## src/rtl/rnsc_pkg.sv

```systemverilog
// Package with widths, register map, constants and payload types of the rotation address generator.
package rnsc_pkg;

  localparam int MAX_DIM   = 4096;
  localparam int FRAC_BITS = 14;

  localparam int COORD_W = 12;
  localparam int DIM_W   = 13;
  localparam int TRIG_W  = 16;
  localparam int DIFF_W  = COORD_W + 1;
  localparam int PROD_W  = TRIG_W + DIFF_W;
  localparam int SUM_W   = PROD_W + 2;
  localparam int POS_W   = SUM_W - FRAC_BITS;
  localparam int INDEX_W = 24;
  localparam int ADDR_W  = 5;
  localparam int DATA_W  = 32;

  localparam logic [2:0] REG_SINE       = 3'd0;
  localparam logic [2:0] REG_COSINE     = 3'd1;
  localparam logic [2:0] REG_SRC_ROWS   = 3'd2;
  localparam logic [2:0] REG_SRC_COLS   = 3'd3;
  localparam logic [2:0] REG_CENTER_ROW = 3'd4;
  localparam logic [2:0] REG_CENTER_COL = 3'd5;

  localparam logic signed [TRIG_W-1:0] SINE_RESET   = 16'sd0;
  localparam logic signed [TRIG_W-1:0] COSINE_RESET = 16'sd16384;
  localparam logic [DIM_W-1:0]         DIM_RESET    = 13'd1;

  typedef struct packed {
    logic [COORD_W-1:0] out_row;
    logic [COORD_W-1:0] out_col;
  } pix_t;

  typedef struct packed {
    logic               in_range;
    logic [COORD_W-1:0] src_row;
    logic [COORD_W-1:0] src_col;
    logic [INDEX_W-1:0] src_pixel_index;
  } res_t;

endpackage

```

## src/rtl/rotate_nearest_source_coord.sv

```systemverilog
// Top level of the nearest-neighbour rotation source address generator.
// Pipeline: five register stages; the first loads at the edge that accepts an input transaction,
// and the result then passes through the remaining stages to res.
// Throughput: one transaction per cycle unless res stalls; each of the five register stages moves
// whenever the stage after it is empty or moving, so a stall on res only holds data.
// Reset: rst is synchronous and active high; it empties the pipeline and loads the
// register reset values (sine 0, cosine 1.0, source 1x1, output centre 0,0).
module rotate_nearest_source_coord
  import rnsc_pkg::*;
(
  input  logic              clk,
  input  logic              rst,
  // APB-style configuration port.
  input  logic              psel,
  input  logic              penable,
  input  logic              pwrite,
  input  logic [ADDR_W-1:0] paddr,
  input  logic [DATA_W-1:0] pwdata,
  output logic [DATA_W-1:0] prdata,
  output logic              pready,
  // Output pixel coordinates.
  input  logic              pix_valid,
  output logic              pix_ready,
  input  pix_t              pix,
  // Source pixel results.
  output logic              res_valid,
  input  logic              res_ready,
  output res_t              res
);

  // Configuration registers.
  logic signed [TRIG_W-1:0] sine_q14;
  logic signed [TRIG_W-1:0] cosine_q14;
  logic [DIM_W-1:0]         src_rows;
  logic [DIM_W-1:0]         src_cols;
  logic [COORD_W-1:0]       out_center_row;
  logic [COORD_W-1:0]       out_center_col;

  logic cfg_write;

  assign pready    = 1'b1;
  assign cfg_write = psel && penable && pwrite;

  always_ff @(posedge clk) begin
    if (rst) begin
      sine_q14       <= SINE_RESET;
      cosine_q14     <= COSINE_RESET;
      src_rows       <= DIM_RESET;
      src_cols       <= DIM_RESET;
      out_center_row <= '0;
      out_center_col <= '0;
    end else if (cfg_write) begin
      case (paddr[ADDR_W-1:2])
        REG_SINE:       sine_q14       <= pwdata[TRIG_W-1:0];
        REG_COSINE:     cosine_q14     <= pwdata[TRIG_W-1:0];
        REG_SRC_ROWS:   src_rows       <= pwdata[DIM_W-1:0];
        REG_SRC_COLS:   src_cols       <= pwdata[DIM_W-1:0];
        REG_CENTER_ROW: out_center_row <= pwdata[COORD_W-1:0];
        REG_CENTER_COL: out_center_col <= pwdata[COORD_W-1:0];
        default: begin
        end
      endcase
    end
  end

  // Reads return the register value; the signed registers come back sign extended.
  always_comb begin
    case (paddr[ADDR_W-1:2])
      REG_SINE:       prdata = {{(DATA_W-TRIG_W){sine_q14[TRIG_W-1]}}, sine_q14};
      REG_COSINE:     prdata = {{(DATA_W-TRIG_W){cosine_q14[TRIG_W-1]}}, cosine_q14};
      REG_SRC_ROWS:   prdata = {{(DATA_W-DIM_W){1'b0}}, src_rows};
      REG_SRC_COLS:   prdata = {{(DATA_W-DIM_W){1'b0}}, src_cols};
      REG_CENTER_ROW: prdata = {{(DATA_W-COORD_W){1'b0}}, out_center_row};
      REG_CENTER_COL: prdata = {{(DATA_W-COORD_W){1'b0}}, out_center_col};
      default:        prdata = '0;
    endcase
  end

  // Source sizes above the maximum saturate; the centre is half the saturated size.
  logic [DIM_W-1:0]   rows_sat;
  logic [DIM_W-1:0]   cols_sat;
  logic [COORD_W-1:0] row_center;
  logic [COORD_W-1:0] col_center;

  assign rows_sat   = (src_rows > DIM_W'(MAX_DIM)) ? DIM_W'(MAX_DIM) : src_rows;
  assign cols_sat   = (src_cols > DIM_W'(MAX_DIM)) ? DIM_W'(MAX_DIM) : src_cols;
  assign row_center = rows_sat[DIM_W-1:1];
  assign col_center = cols_sat[DIM_W-1:1];

  // Stage enables. A stage loads when it is empty or its content moves on.
  logic v1, v2, v3, v4, v5;
  logic en1, en2, en3, en4, en5;

  assign en5       = !v5 || res_ready;
  assign en4       = !v4 || en5;
  assign en3       = !v3 || en4;
  assign en2       = !v2 || en3;
  assign en1       = !v1 || en2;
  assign pix_ready = en1;
  assign res_valid = v5;

  always_ff @(posedge clk) begin
    if (rst) begin
      v1 <= 1'b0;
      v2 <= 1'b0;
      v3 <= 1'b0;
      v4 <= 1'b0;
      v5 <= 1'b0;
    end else begin
      if (en1) v1 <= pix_valid;
      if (en2) v2 <= v1;
      if (en3) v3 <= v2;
      if (en4) v4 <= v3;
      if (en5) v5 <= v4;
    end
  end

  // Stage 1: offsets of the output pixel from the output centre.
  logic signed [DIFF_W-1:0] d_row;
  logic signed [DIFF_W-1:0] d_col;

  always_ff @(posedge clk) begin
    if (en1) begin
      d_row <= $signed({1'b0, pix.out_row}) - $signed({1'b0, out_center_row});
      d_col <= $signed({1'b0, pix.out_col}) - $signed({1'b0, out_center_col});
    end
  end

  // Stage 2: the four rotation products, each exact in PROD_W bits.
  logic signed [PROD_W-1:0] p_cos_row;
  logic signed [PROD_W-1:0] p_sin_col;
  logic signed [PROD_W-1:0] p_sin_row;
  logic signed [PROD_W-1:0] p_cos_col;

  always_ff @(posedge clk) begin
    if (en2) begin
      p_cos_row <= PROD_W'(cosine_q14) * PROD_W'(d_row);
      p_sin_col <= PROD_W'(sine_q14) * PROD_W'(d_col);
      p_sin_row <= PROD_W'(sine_q14) * PROD_W'(d_row);
      p_cos_col <= PROD_W'(cosine_q14) * PROD_W'(d_col);
    end
  end

  // Stage 3: fixed-point source position, source centre included.
  logic signed [SUM_W-1:0] row_base;
  logic signed [SUM_W-1:0] col_base;
  logic signed [SUM_W-1:0] row_sum;
  logic signed [SUM_W-1:0] col_sum;

  assign row_base = $signed({{(SUM_W-COORD_W-FRAC_BITS){1'b0}}, row_center,
                             {FRAC_BITS{1'b0}}});
  assign col_base = $signed({{(SUM_W-COORD_W-FRAC_BITS){1'b0}}, col_center,
                             {FRAC_BITS{1'b0}}});

  always_ff @(posedge clk) begin
    if (en3) begin
      row_sum <= row_base + SUM_W'(p_cos_row) - SUM_W'(p_sin_col);
      col_sum <= col_base + SUM_W'(p_sin_row) + SUM_W'(p_cos_col);
    end
  end

  // Stage 4: truncate toward zero and test against the source bounds. Adding
  // one less than the scale to a negative sum before the arithmetic shift turns
  // the floor of the shift into truncation toward zero.
  localparam logic signed [SUM_W-1:0] TRUNC_BIAS = SUM_W'((1 << FRAC_BITS) - 1);

  logic signed [SUM_W-1:0] row_adj;
  logic signed [SUM_W-1:0] col_adj;
  logic signed [POS_W-1:0] row_pos;
  logic signed [POS_W-1:0] col_pos;
  logic                    row_ok;
  logic                    col_ok;
  logic                    src_in;
  logic [COORD_W-1:0]      s_row;
  logic [COORD_W-1:0]      s_col;

  always_comb begin
    row_adj = row_sum + (row_sum[SUM_W-1] ? TRUNC_BIAS : '0);
    col_adj = col_sum + (col_sum[SUM_W-1] ? TRUNC_BIAS : '0);
    row_pos = POS_W'(row_adj >>> FRAC_BITS);
    col_pos = POS_W'(col_adj >>> FRAC_BITS);
    row_ok  = !row_pos[POS_W-1] &&
              (row_pos[POS_W-2:0] < {{(POS_W-1-DIM_W){1'b0}}, rows_sat});
    col_ok  = !col_pos[POS_W-1] &&
              (col_pos[POS_W-2:0] < {{(POS_W-1-DIM_W){1'b0}}, cols_sat});
  end

  always_ff @(posedge clk) begin
    if (en4) begin
      src_in <= row_ok && col_ok;
      s_row  <= (row_ok && col_ok) ? row_pos[COORD_W-1:0] : '0;
      s_col  <= (row_ok && col_ok) ? col_pos[COORD_W-1:0] : '0;
    end
  end

  // Stage 5: linear index. Out of range both coordinates are zero, so is the index.
  logic [COORD_W+DIM_W-1:0] index_full;

  assign index_full = (COORD_W+DIM_W)'(s_row) * (COORD_W+DIM_W)'(cols_sat)
                      + (COORD_W+DIM_W)'(s_col);

  always_ff @(posedge clk) begin
    if (en5) begin
      res.in_range        <= src_in;
      res.src_row         <= s_row;
      res.src_col         <= s_col;
      res.src_pixel_index <= index_full[INDEX_W-1:0];
    end
  end

endmodule

```

## config.mk

```make
export PLATFORM = sky130hd
export DESIGN_NAME = rotate_nearest_source_coord
export DESIGN_NICKNAME = d
export VERILOG_FILES = /design/src/rtl/rnsc_pkg.sv /design/src/rtl/rotate_nearest_source_coord.sv
export SDC_FILE = /design/constraint.sdc
export NUM_CORES = 2
export LEC_CHECK = 0
export ABC_AREA = 1
export ABC_CLOCK_PERIOD_IN_PS = 7400
export BUFFER_PORTS_ARGS = -buffer_cell sky130_fd_sc_hd__buf_4
export CAP_MARGIN = 0
export CORE_AREA = 2 2 322 324
export DETAILED_ROUTE_END_ITERATION = 7
export DIE_AREA = 0 0 324 326
export GPL_ROUTABILITY_DRIVEN = 0
export HOLD_SLACK_MARGIN = 0.12
export PLACE_DENSITY = 0.71
export SETUP_SLACK_MARGIN = 0.05
export SLEW_MARGIN = 25
export SYNTH_ARGS = -nofsm -noshare
export SYNTH_HDL_FRONTEND = slang
export SYNTH_SLANG_ARGS = --single-unit
```

## constraint.sdc

```tcl
create_clock -name clk -period 7.4 [get_ports clk]
set_input_delay 0.37 -clock clk [delete_from_list [all_inputs] [get_ports clk]]
set_output_delay 0.37 -clock clk [all_outputs]
set_load 0.05 [all_outputs]
```

## After elaboration in Yosys (flattened, before gate mapping)

Index checks and enable logic that the tools add are counted.

| operators by class | value |
|---|---|
| add/subtract/negate cells | 9 |
| multiply operators | 5 |
| magnitude comparators | 4 |
| eq/ne operators | 5 |
| multiplexer cells | 5 |
| reductions and logical operators | 24 |

Operators with widths:

| kind | count |
|---|---|
| 32-bit case mux with 6 select lines | 1 |
| 16-bit by 13-bit multiplier with 29-bit output | 4 |
| 31-bit by 14-bit adder with 31-bit output | 2 |
| 27-bit by 29-bit adder with 30-bit output | 2 |
| 16-bit by 13-bit < comparator with 1-bit output | 2 |
| 30-bit by 29-bit adder with 31-bit output | 1 |
| 30-bit by 29-bit subtractor with 31-bit output | 1 |
| 14-bit two-way mux | 2 |
| 13-bit greater-than comparator (second input constant) | 2 |
| 13-bit two-way mux | 2 |
| 12-bit by 12-bit subtractor with 13-bit output | 2 |
| 24-bit by 12-bit adder with 24-bit output | 1 |
| 12-bit by 13-bit multiplier with 24-bit output | 1 |
| 2-bit AND reduction | 6 |
| 1-bit logical NOT | 7 |
| 3-bit by 2-bit == test with 1-bit output (second input constant) | 2 |
| 3-bit == test (second input constant) | 2 |
| 1-bit logical AND | 5 |
| 1-bit logical OR | 5 |
| 3-bit by 1-bit == test with 1-bit output (second input constant) | 1 |
| 3-bit logical NOT | 1 |

| word-level totals | value |
|---|---|
| bits in registers | 365 |
| input port bits | 68 |
| output and inout port bits | 84 |

## Longest topological paths before layout

| logic depth | value |
|---|---|
| word-level depth | 6 |
| depth in mapped cells | 27 |
| mapped depth without buffers | 27 |

## Worst setup path before layout

OpenSTA, ideal clock, no wires.

| timing | value |
|---|---|
| path type | reg2reg |
| start point | register v5 (netlist: res_valid) |
| end point | register p_cos_col[0] (enable) |
| data arrival time | 6.104 ns |
| required time | 6.930 ns |
| path slack | 0.827 ns |
| cell stages (with the launch flop) | 10 |
| path buffers | 0 |
| period minus slack after synthesis | 6.573 ns |
| cells stage by stage | dfxtp_1 > inv_1 > nor2_1 > inv_1 > nor2_1 > inv_1 > nor2_1 > inv_1 > nor2_1 > inv_1 |

| on the way | value |
|---|---|
| cells in the longest elaborated chain, start to end | 5 |

RTL lines:

| element | line | source |
|---|---|---|
| from (decl) | rotate_nearest_source_coord.sv:91 | `logic v1, v2, v3, v4, v5;` |
| from (signal assigned) | rotate_nearest_source_coord.sv:114 | `if (en5) v5 <= v4;` |
| 1-bit logical NOT | rotate_nearest_source_coord.sv:94 | `assign en5 = !v5 \|\| res_ready;` |
| 1-bit logical OR | rotate_nearest_source_coord.sv:94 |  |
| net en5 | rotate_nearest_source_coord.sv:92 | `logic en1, en2, en3, en4, en5;` |
| 1-bit logical OR | rotate_nearest_source_coord.sv:95 | `assign en4 = !v4 \|\| en5;` |
| net en4 | rotate_nearest_source_coord.sv:92 |  |
| 1-bit logical OR | rotate_nearest_source_coord.sv:96 | `assign en3 = !v3 \|\| en4;` |
| net en3 | rotate_nearest_source_coord.sv:92 |  |
| 1-bit logical OR | rotate_nearest_source_coord.sv:97 | `assign en2 = !v2 \|\| en3;` |
| net en2 | rotate_nearest_source_coord.sv:92 |  |
| to (signal assigned) | rotate_nearest_source_coord.sv:140 | `p_cos_col <= PROD_W'(cosine_q14) * PROD_W'(d_col);` |
| to (decl) | rotate_nearest_source_coord.sv:133 | `logic signed [PROD_W-1:0] p_cos_col;` |

The timed path passes the listed nets, and every way through them passes these cells.
A chain may end at the register's enable or synchronous reset.

## Final worst setup path

| timing | value |
|---|---|
| start point | register src_cols[7] |
| end point | register res[17] (netlist bit), data pin |

| on the way | value |
|---|---|
| cells in the longest elaborated chain, start to end | 4 |

RTL lines:

| element | line | source |
|---|---|---|
| from (decl) | rotate_nearest_source_coord.sv:35 | `logic [DIM_W-1:0] src_cols;` |
| from (signal assigned) | rotate_nearest_source_coord.sv:57 | `REG_SRC_COLS: src_cols <= pwdata[DIM_W-1:0];` |
| 13-bit greater-than comparator | rotate_nearest_source_coord.sv:86 | `assign cols_sat = (src_cols > DIM_W'(MAX_DIM)) ? DIM_W'(MAX_DIM) : src_cols;` |
| 13-bit two-way mux * | rotate_nearest_source_coord.sv:86 |  |
| 12-bit by 13-bit multiplier with 24-bit output * | rotate_nearest_source_coord.sv:199 | `assign index_full = (COORD_W+DIM_W)'(s_row) * (COORD_W+DIM_W)'(cols_sat)` |
| 24-bit by 12-bit adder with 24-bit output * | rotate_nearest_source_coord.sv:200 | `+ (COORD_W+DIM_W)'(s_col);` |
| net index_full[17] | rotate_nearest_source_coord.sv:197 | `logic [COORD_W+DIM_W-1:0] index_full;` |
| to (decl) | rotate_nearest_source_coord.sv:28 | `output res_t res` |

The timed path passes the listed nets; every way through them passes the cells marked *.

==> results by group <==
Pwr
  – Maximum vdd drop: 0.148 mV
  – Cell internal pwr: 0.00596 W
  – Design Power: 0.0108 W
  – Sw frac: 44.7%
  – Clock power share: 20.5%
  – Leakage: 31.8 nW
  – Combinational Power Share: 50.5%
  – Flop pwr share: 29.0%
  – Power per Cell Area: 180 mW/mm^2
  – P_sw: 0.00481 W

Placed design
  – PortBufs: 132
  – DP Worst Slack: 696 ps
  – Hpwl dp: 123 mm

Yosys
  – Post-synthesis area per instance: 8.57 sq um
  – Synth Flop Type: edfxtp_1
  – Cell area after synthesis: 0.0558 sq mm
  – Post-Syn Instances: 6505
  – Cell taking the most area after synthesis: fa_1
  – Area fraction of the dominant cell type after synthesis: 33.3%
  – Syn Nets: 8027
  – Ys async rst share: 0%
  – Library cells used by synthesis: 58
  – Yosys warns: 0
  – Register bit count reported by yosys: 365
  – Synth area leaders: fa_1 (33%), edfxtp_1 (15%), ha_1 (12%)
  – Post-synth EDFFs: 278
  – Post-synthesis sequential area ratio: 18.1%

Finish
  – Final Core Density: 58.4%
  – Layout cells sized above 1: 5.49%
  – P&R area growth vs syn: 7.43%
  – Final Net Count: 8085

STA
  – Period utilization: 92.3%
  – Post-route setup TNS: 0 ps
  – RSZ-0062 raised after global routing: no
  – Final setup viols: 0
  – Worst setup margin: 572 ps
  – Slew Viols, Final: 0
  – Min cycle time layout: 6830 ps
  – Fmax: 0.146 GHz
  – Fin Hold WS: 169 ps
  – Rel. slew slack: 31.7%
  – Final Hold Fails: 0
  – Final Skew: 41.5 ps
  – Slew @ Worst Pin: 1020 ps

CTS
  – Clk_lat worst skew: 650 ps
  – Post-CTS Setup Bufs: 0
  – Bufs on Longest Clock Path: 3
  – Clock Sinks: 365
  – CTS buffer count: 43
  – Post-CTS Resized: 0
  – H-Tree Depth: 2
  – Clk pin slew, worst setup/hold paths: 70 ps
  – CTS tree: yes
  – Clock root buffer: clkbuf_16
  – CTS hold repair buffers: 7

Worst setup path
  – Worst-case reg-to-reg path depth: 27
  – Critical path's slowest cell: clkinv_1
  – CP Capture Type: register
  – Worst Path Arrival: 7220 ps
  – Critical path data required time: 7790 ps
  – CP startpoint: src_cols[7]
  – Worst reg2reg startpoint: src_cols[7]
  – Max incr delay on CP: 550 ps
  – Startpoint types: register
  – Crit Path Class: register to register
  – Crit Path Max Fanout: 9

Run status
  – Outcome: complete, no violations

Die
  – Initial Utilization: 54.3%
  – Chip width: 324 um
  – Core ar.: 0.103 sq mm
  – Die Ht: 326 um
  – Cell Rows: 118
  – Ports: 152
  – Die area: 0.106 sq mm

Drt
  – Antenna viol nets, final: 0
  – Vias: 42.7k
  – Routed WL: 147 mm
  – Post-route DRC violation count: 0
  – Wire length per cell: 18.5 um
  – First-pass DRT Iterations: 6
  – DR vias/cell: 5.35
  – Drt initial violations: 4101

Global routing
  – First-pass GRT wire length: 237 mm
  – Initial antenna violation count: 8
  – Gr usage total: 29.2%
  – Most Crowded Layer GR: met2
  – Largest net degree at the start of global routing: 83
  – Vias in the first global route: 43.7k
  – GR met2 Demand/Resource: 46.2%
  – Met3 global-route usage: 5.74%
  – Grt ovf: 0
  – M1 GR Usage: 38.4%

Hold path
  – Hold Path Depth: 3
  – HP Class: input port to register
  – Hold path startpoint: pwdata[3]

Job
  – Number of max-cap violations: 0
==> cell type report <==
type / instances / area (sq um)
Clock buffer: 51 / 1110
Multi-Input combinational cell: 4246 / 38500
Inverter: 1661 / 6240
Antenna cell: 5 / 12.5
Tap cell: 1380 / 1730
Fill cell: 8996 / 42700
Timing Repair Buffer: 246 / 1910
Clock inverter: 29 / 342
Sequential cell: 365 / 10100
==> placed cells by master, fill, tap and decap left out, types with 104 or more instances in the layout <==
cell type  instances
inv_1           1644
nand2_1         1388
fa_1             928
ha_1             526
a21oi_1          302
nor2_1           286
edfxtp_1         278
buf_4            235
o21ai_0          199
xor2_1           158
nand3_1          104
==> per-stage QoR <==
step,instances,cell area (sq um)
floorplan,6505,55800
global placement,7891,58400
detailed placement,7891,58400
CTS,7978,59900
global route,7978,59900
finish,7983,59900
==> flip-flops by register name, indices dropped and copies added, names as in the netlist, 13 cells and up <==
name,flops
col_sum,31
cosine_q14,16
d_col,13
d_row,13
p_cos_col,29
p_cos_row,29
p_sin_col,29
p_sin_row,29
res,49
row_sum,31
sine_q14,16
src_cols,13
src_rows,13
==> logic make-up (layout without fill, tap and decap cells) <==
group | Yosys count | after routing | synth area share, %
other | 1 | 6 | 0.00673
xor gates and xnor gates | 240 | 240 | 3.77
and+or+nand+nor | 1916 | 1916 | 13.8
adders and majority gates | 1454 | 1454 | 45.1
buffers and inverters | 1894 | 1987 | 12.9
AOI/OAI and AO/OA | 635 | 635 | 6.28
DFF | 365 | 365 | 18.1
==> power groups by stage <==
| stage | registers (W) | clock network [W] | logic, W |
|---|---|---|---|
| final | 0.00312 | 0.00221 | 0.00544 |
| after global routing | 0.00315 | 0.00232 | 0.00614 |
| after CTS | 0.00311 | 0.00225 | 0.00537 |
| after detailed placement | 0.00315 | 0 | 0.00531 |
| after global placement | 0.00314 | 0 | 0.00518 |
| after floorplan | 0.00294 | 0 | 0.00393 |
==> synth_stat cells, drive strengths merged, types with 10 or more instances <==
| cell | number |
|---|---|
| nand2 | 1392 |
| o21bai | 10 |
| xnor2 | 82 |
| xor2 | 158 |
| a21oi | 303 |
| a21o | 21 |
| ha | 526 |
| edfxtp | 278 |
| nand4 | 31 |
| nor4 | 11 |
| o21ai | 199 |
| nor2 | 311 |
| a31oi | 18 |
| a22oi | 12 |
| inv | 1652 |
| buf | 30 |
| dfxtp | 87 |
| o211ai | 15 |
| clkbuf | 203 |
| nand3 | 108 |
| nor3 | 36 |
| fa | 928 |
| o22ai | 13 |
==> metal layers <==
metal | routed length [um] | vias up
li1 | - | 19675
met1 | 57200 | 20770
met2 | 67200 | 1881
met3 | 14000 | 399
met4 | 9070 | 6
met5 | 28 | -
==> worst paths after layout <==
check,to,slack (ps)
max reg2reg,res[17],570
max,res[17],570
min,sine_q14[3],170
min reg2reg,res[48],420
==> worst max-delay path, delay by kind of cell, from the launching register on <==
kind | cells | cell delay (ps)
compound gates | 4 | 930
buf+inv | 7 | 1080
xor+xnor | 1 | 100
fa+ha+maj | 6 | 2660
flops | 1 | 330
simple gates | 9 | 1460
No activity file was read; power rests on OpenSTA's default activity.
